File: src/sv/lphs_pkg.sv
package lphs_pkg;
    localparam int SLOTS = 1024;
    localparam int IDX_W = $clog2(SLOTS);
    localparam int CNT_W = 11;
    localparam int KEY_W = 64;
    // memory word: valid, key, home
    localparam int ENT_W = 1 + KEY_W + IDX_W;

    localparam logic [1:0] OP_CONTAINS = 2'd0;
    localparam logic [1:0] OP_ADD      = 2'd1;
    localparam logic [1:0] OP_REMOVE   = 2'd2;
    localparam logic [1:0] OP_CLEAR    = 2'd3;

    localparam logic [63:0] MIX_C1 = 64'hff51afd7ed558ccd;
    localparam logic [63:0] MIX_C2 = 64'hc4ceb9fe1a85ec53;

    // datapath commands
    localparam logic [2:0] DC_NONE   = 3'd0;
    localparam logic [2:0] DC_RDPTR  = 3'd1;  // read slot at probe pointer
    localparam logic [2:0] DC_INS    = 3'd2;  // write new key at probe pointer
    localparam logic [2:0] DC_SHIFT  = 3'd3;  // copy scan slot into hole
    localparam logic [2:0] DC_KILL   = 3'd4;  // clear valid of hole
    localparam logic [2:0] DC_RDSCAN = 3'd5;  // read slot at scan pointer
    localparam logic [2:0] DC_WIPE   = 3'd6;  // empty slot at probe pointer

    typedef struct packed {
        logic             hash_start;
        logic             load_home;
        logic [2:0]       cmd;
        logic             ptr_step;
        logic             hole_set;
        logic             scan_step;
        logic             clear_all;
        logic             cnt_inc;
        logic             cnt_dec;
    } t_dp_cmd;

    typedef struct packed {
        logic hash_done;
        logic slot_valid;
        logic key_match;
        logic stays;
        logic half_full;
        logic cnt_nz;
        logic wipe_last;
    } t_dp_sts;
endpackage

File: src/sv/lphs_ctrl.sv
module lphs_ctrl import lphs_pkg::*; (
    input  logic       i_clk,
    input  logic       i_rst_n,
    input  logic       i_in_valid,
    input  logic [1:0] i_op,
    output logic       o_in_ready,
    input  logic       i_out_ready,
    output logic       o_out_valid,
    output logic       o_present,
    output logic       o_status,
    input  t_dp_sts    i_sts,
    output t_dp_cmd    o_cmd
);
    localparam logic [2:0] S_IDLE  = 3'd0;
    localparam logic [2:0] S_HASH  = 3'd1;
    localparam logic [2:0] S_RD    = 3'd2;
    localparam logic [2:0] S_CHK   = 3'd3;
    localparam logic [2:0] S_SRD   = 3'd4;
    localparam logic [2:0] S_SCHK  = 3'd5;
    localparam logic [2:0] S_OUT   = 3'd6;
    localparam logic [2:0] S_WIPE  = 3'd7;

    logic [2:0] r_state;
    logic [2:0] n_state;
    logic [1:0] r_op;
    logic       r_present;
    logic       r_status;
    logic       n_present;
    logic       n_status;
    logic       w_acc;

    assign o_in_ready  = (r_state == S_IDLE) || (r_state == S_OUT && i_out_ready);
    assign w_acc       = i_in_valid && o_in_ready;
    assign o_out_valid = (r_state == S_OUT);
    assign o_present   = r_present;
    assign o_status    = r_status;

    always_comb begin
        n_state   = r_state;
        n_present = r_present;
        n_status  = r_status;
        o_cmd     = '0;
        o_cmd.cmd = DC_NONE;
        unique case (r_state)
            S_IDLE, S_OUT: begin
                if (r_state == S_OUT && i_out_ready) n_state = S_IDLE;
                if (w_acc) begin
                    n_present = 1'b0;
                    n_status  = 1'b0;
                    if (i_op == OP_CLEAR) begin
                        o_cmd.clear_all = 1'b1;
                        n_state = S_WIPE;
                    end else begin
                        o_cmd.hash_start = 1'b1;
                        n_state = S_HASH;
                    end
                end
            end
            S_HASH: if (i_sts.hash_done) begin
                o_cmd.load_home = 1'b1;
                n_state = S_RD;
            end
            S_RD: begin
                o_cmd.cmd = DC_RDPTR;
                n_state = S_CHK;
            end
            S_CHK: begin
                if (i_sts.slot_valid && !i_sts.key_match) begin
                    o_cmd.ptr_step = 1'b1;
                    n_state = S_RD;
                end else if (i_sts.slot_valid) begin
                    n_present = 1'b1;
                    if (r_op == OP_REMOVE) begin
                        o_cmd.hole_set  = 1'b1;
                        o_cmd.scan_step = 1'b1;
                        o_cmd.cnt_dec   = i_sts.cnt_nz;
                        n_state = S_SRD;
                    end else n_state = S_OUT;
                end else begin
                    if (r_op == OP_ADD) begin
                        if (i_sts.half_full) n_status = 1'b1;
                        else begin
                            o_cmd.cmd     = DC_INS;
                            o_cmd.cnt_inc = 1'b1;
                        end
                    end
                    n_state = S_OUT;
                end
            end
            S_SRD: begin
                o_cmd.cmd = DC_RDSCAN;
                n_state = S_SCHK;
            end
            S_SCHK: begin
                if (!i_sts.slot_valid) begin
                    o_cmd.cmd = DC_KILL;
                    n_state = S_OUT;
                end else if (i_sts.stays) begin
                    o_cmd.scan_step = 1'b1;
                    n_state = S_SRD;
                end else begin
                    o_cmd.cmd = DC_SHIFT;
                    o_cmd.scan_step = 1'b1;
                    n_state = S_SRD;
                end
            end
            // clearing pass over every slot, after reset and for a clear word
            S_WIPE: begin
                o_cmd.cmd      = DC_WIPE;
                o_cmd.ptr_step = 1'b1;
                if (i_sts.wipe_last) n_state = (r_op == OP_CLEAR) ? S_OUT : S_IDLE;
            end
            default: n_state = S_IDLE;
        endcase
    end

    always_ff @(posedge i_clk) begin
        if (!i_rst_n) begin
            r_state <= S_WIPE;
            r_op    <= OP_CONTAINS;
        end else begin
            r_state <= n_state;
            if (w_acc) r_op <= i_op;
        end
        r_present <= n_present;
        r_status  <= n_status;
    end

`ifndef NO_ASSERTIONS
    a_out_hold: assert property (@(posedge i_clk) disable iff (!i_rst_n)
        (o_out_valid && !i_out_ready) |=> (o_out_valid && $stable(r_present)))
        else $error("result changed while stalled");
    a_no_refuse_present: assert property (@(posedge i_clk) disable iff (!i_rst_n)
        o_out_valid |-> !(r_present && r_status))
        else $error("refused add on present key");
    a_ins_half: assert property (@(posedge i_clk) disable iff (!i_rst_n)
        (o_cmd.cmd == DC_INS) |-> !i_sts.half_full)
        else $error("insert beyond half load");
    a_wipe_closed: assert property (@(posedge i_clk) disable iff (!i_rst_n)
        (r_state == S_WIPE) |-> !o_in_ready)
        else $error("word accepted during clearing pass");
`endif
endmodule

File: config.mk
export PLATFORM = sky130hd
export DESIGN_NAME = lphs_ctrl
export DESIGN_NICKNAME = d
export VERILOG_FILES = /design/src/sv/lphs_pkg.sv /design/src/sv/lphs_ctrl.sv
export SDC_FILE = /design/constraint.sdc
export NUM_CORES = 1
export LEC_CHECK = 0
export BUFFER_PORTS_ARGS = -buffer_cell sky130_fd_sc_hd__clkbuf_2
export CAP_MARGIN = 10
export CELL_PAD_IN_SITES_DETAIL_PLACEMENT = 0
export CELL_PAD_IN_SITES_GLOBAL_PLACEMENT = 1
export CORE_UTILIZATION = 29
export DETAILED_ROUTE_END_ITERATION = 8
export PLACE_DENSITY = 0.86
export SYNTH_ARGS = -nofsm -noshare
export SYNTH_HDL_FRONTEND = slang
export SYNTH_SLANG_ARGS = --single-unit
File: constraint.sdc
create_clock -name i_clk -period 1.9 [get_ports i_clk]
set_input_delay 0.095 -clock i_clk [delete_from_list [all_inputs] [get_ports i_clk]]
set_output_delay 0.095 -clock i_clk [all_outputs]
set_load 0.01 [all_outputs]
==> flow_metrics.env <==
export IMPL_status="complete, no violations"
export IMPL_rsz0062_at_grt="no"
export IMPL_ys_types=34
export IMPL_switchingPower_uw=449
export IMPL_antenna_cells=0
export IMPL_dp_hpwl_um=1180
export IMPL_fin_crit_ns=1.67
export IMPL_start_util_pct=31.6
export IMPL_boundaryPins=28
export IMPL_max_cap_viol_count=0
export IMPL_die_h_um=45.8
export IMPL_setup_tns_ns=0
export IMPL_pwr_share_seq_pct=30.0
export IMPL_synth_top_area_share_pct=18.0
export IMPL_cts_made_buffers=3
export IMPL_dieArea_sq_um=2100
export IMPL_die_w_um=45.8
export IMPL_p_int_uw=518
export IMPL_setup_violations=0
export IMPL_cts_max_level=1
export IMPL_grt_max_degree=17
export IMPL_synth_flop_cell="dfxtp_1"
export IMPL_ir_drop_v=0.000562
export IMPL_core_sq_um=1760
export IMPL_powerDensity_nw_per_um2=1310
export IMPL_dr_pass1_iters=4
export IMPL_grt_pass1_vias=559
export IMPL_place_area_sq_um=708
export IMPL_power_frac_comb_pct=56.0
export IMPL_regArea_sq_um=163
export IMPL_cp_data_arrival_time_ns=1.57
export IMPL_synth_seq_area_share_pct=28.8
export IMPL_pwr_share_clk_pct=14.0
export IMPL_final_cell_area_sq_um=737
export IMPL_routedWlPerCell_um=11.6
export IMPL_avgSynthCellArea_sq_um=7.14
export IMPL_port_buffers=27
export IMPL_synth_edf_count=2
export IMPL_drc=0
export IMPL_finalCritPeriodShare_pct=87.7
export IMPL_gp_congestion=0.775
export IMPL_p_leak_uw=0.000345
export IMPL_wl_um=1530
export IMPL_antenna_found_initial=0
export IMPL_grt_ovfl_total=0
export IMPL_p_sw_share_pct=46.5
export IMPL_filler_cell_count=209
export IMPL_slew_violations=0
export IMPL_worstSetupEndpointType="output port"
export IMPL_drt_initial_drc_count=25
export IMPL_finalHoldViolCount=0
export IMPL_multi_input_area_sq_um=359
export IMPL_async_flop_share_pct=0
export IMPL_syn_nets=91
export IMPL_cts_tree="built"
export IMPL_synthesis_area_sq_um=557
export IMPL_cp_max_fo=16
export IMPL_synth_seq_cells=7
export IMPL_skew_ns=0.00556
export IMPL_via_per_inst=5.06
export IMPL_startpoint_type="register"
export IMPL_drive_gt1_share_pct=35.5
export IMPL_worstMarginPinSlew_ns=0.331
export IMPL_synth_area_leaders="dfxtp_1 18%, edfxtp_1 11%, nand2_1 7.4%"
export IMPL_path_clk_slew_ns=0.06
export IMPL_synthCells=78
export IMPL_nNetsFinal=121
export IMPL_holdBufCountCts=0
export IMPL_min_path_type="primary input to register"
export IMPL_cts_root_buf="clkbuf_4"
export IMPL_clockBufferDepth=2
export IMPL_layout_common_cells="27 x clkbuf_2, 11 x nand2_1, 9 x nor2_1, 8 x a21oi_1"
export IMPL_grt_pass1_wl_um=2460
export IMPL_crit_type="register to output port"
export IMPL_fin_ws_ns=0.234
export IMPL_row_count=15
export IMPL_synthToLayoutAreaGrowth_pct=32.4
export IMPL_layout_commonest_cell="clkbuf_2"
export IMPL_track_usage_pct=16.5
export IMPL_slew_headroom_pct=77.8
export IMPL_ff2ff_setup_slack_ns=0.43
export IMPL_synth_top_cell_by_area="dfxtp_1"
export IMPL_clock_sinks=7
export IMPL_dp_slack_ns=0.352
export IMPL_vias=668
export IMPL_ant_nets=0
export IMPL_yosysWarnings=0
export IMPL_fmax_mhz=600
export IMPL_required_ns=1.80
export IMPL_insertion_delay_ns=0.25
per-layer routing:
| metal | global-route usage (%) | vias to the layer above | routed length (um) |
|---|---|---|---|
| li1 | - | 344 | - |
| met1 | 22.6 | 297 | 727 |
| met2 | 23.7 | 27 | 688 |
| met3 | 2.78 | 0 | 113 |
| met4 | 10.6 | 0 | 0 |
| met5 | 0 | - | 0 |
synthesized netlist by cell type, types with 3 or more instances:
library cell / count
nand2b_1: 3
nand2_1: 11
nor3_1: 3
o21ai_0: 3
a21oi_1: 8
inv_1: 3
dfxtp_1: 5
nor2_1: 9
power by group through the flow:
stage	Clock (uW)	Combinational, uW	Sequential (uW)
4_1_cts	141	540	285
5_1_grt	157	599	308
2_1_floorplan	0	416	254
3_5_place_dp	0	537	288
6_report	136	541	290
3_3_place_gp	0	535	286
worst paths after layout:
| check | start | to | depth (start not counted) |
|---|---|---|---|
| worst max-delay path | r_state[2] | o_cmd[2] | 4 |
| worst min-delay path | i_rst_n | r_state[0] | 2 |
| worst max register to register | r_state[0] | r_state[1] | 5 |
| worst min register to register | r_op[0] | r_op[0] | 2 |
what timing repair did:
item | in CTS | in global routing
buffers inserted | 0 | 0
setup endpoints to repair | 0 | 4
gates resized for setup | 0 | 2
layout make-up:
class | count | share of cell area, %
timing repair buffer | 28 | 19.4
clock buffer | 4 | 3.57
inverter | 4 | 2.04
sequential | 7 | 22.1
multi-input combinational | 64 | 48.7
tap | 25 | 4.24
kinds of logic (layout without fill, tap and decap cells):
family | after synthesis | in the layout | share of synthesized area (%)
flip-flops | 7 | 7 | 28.8
buffers and inverters | 7 | 36 | 6.74
AND/OR/NAND/NOR | 39 | 39 | 34.8
multiplexers | 1 | 1 | 2.02
AO/OA/AOI/OAI | 24 | 24 | 27.6
critical path: stages, from the launching register on:
cell	delay, ns
dfxtp_2	0.39
or2_2	0.35
a21oi_1	0.26
and3_1	0.19
clkbuf_2	0.12
through the flow:
step / instances / hold WS (ns) / power (uW) / util [%]
global placement: 128 / 0.345 / 821 / 40.1
floorplan: 78 / 0.176 / 670 / -
CTS: 132 / 0.0826 / 965 / 41.6
global route: 132 / 0.0851 / 1060 / 41.8
finish: 132 / 0.0890 / 968 / 41.8
detailed placement: 128 / 0.344 / 824 / 40.1
state kept, by name (all words and copies together) (netlist names):
signal     cells
o_present      1
o_status       1
r_op           2
r_state        3
Note: power is estimated with default switching activity, not from simulation.
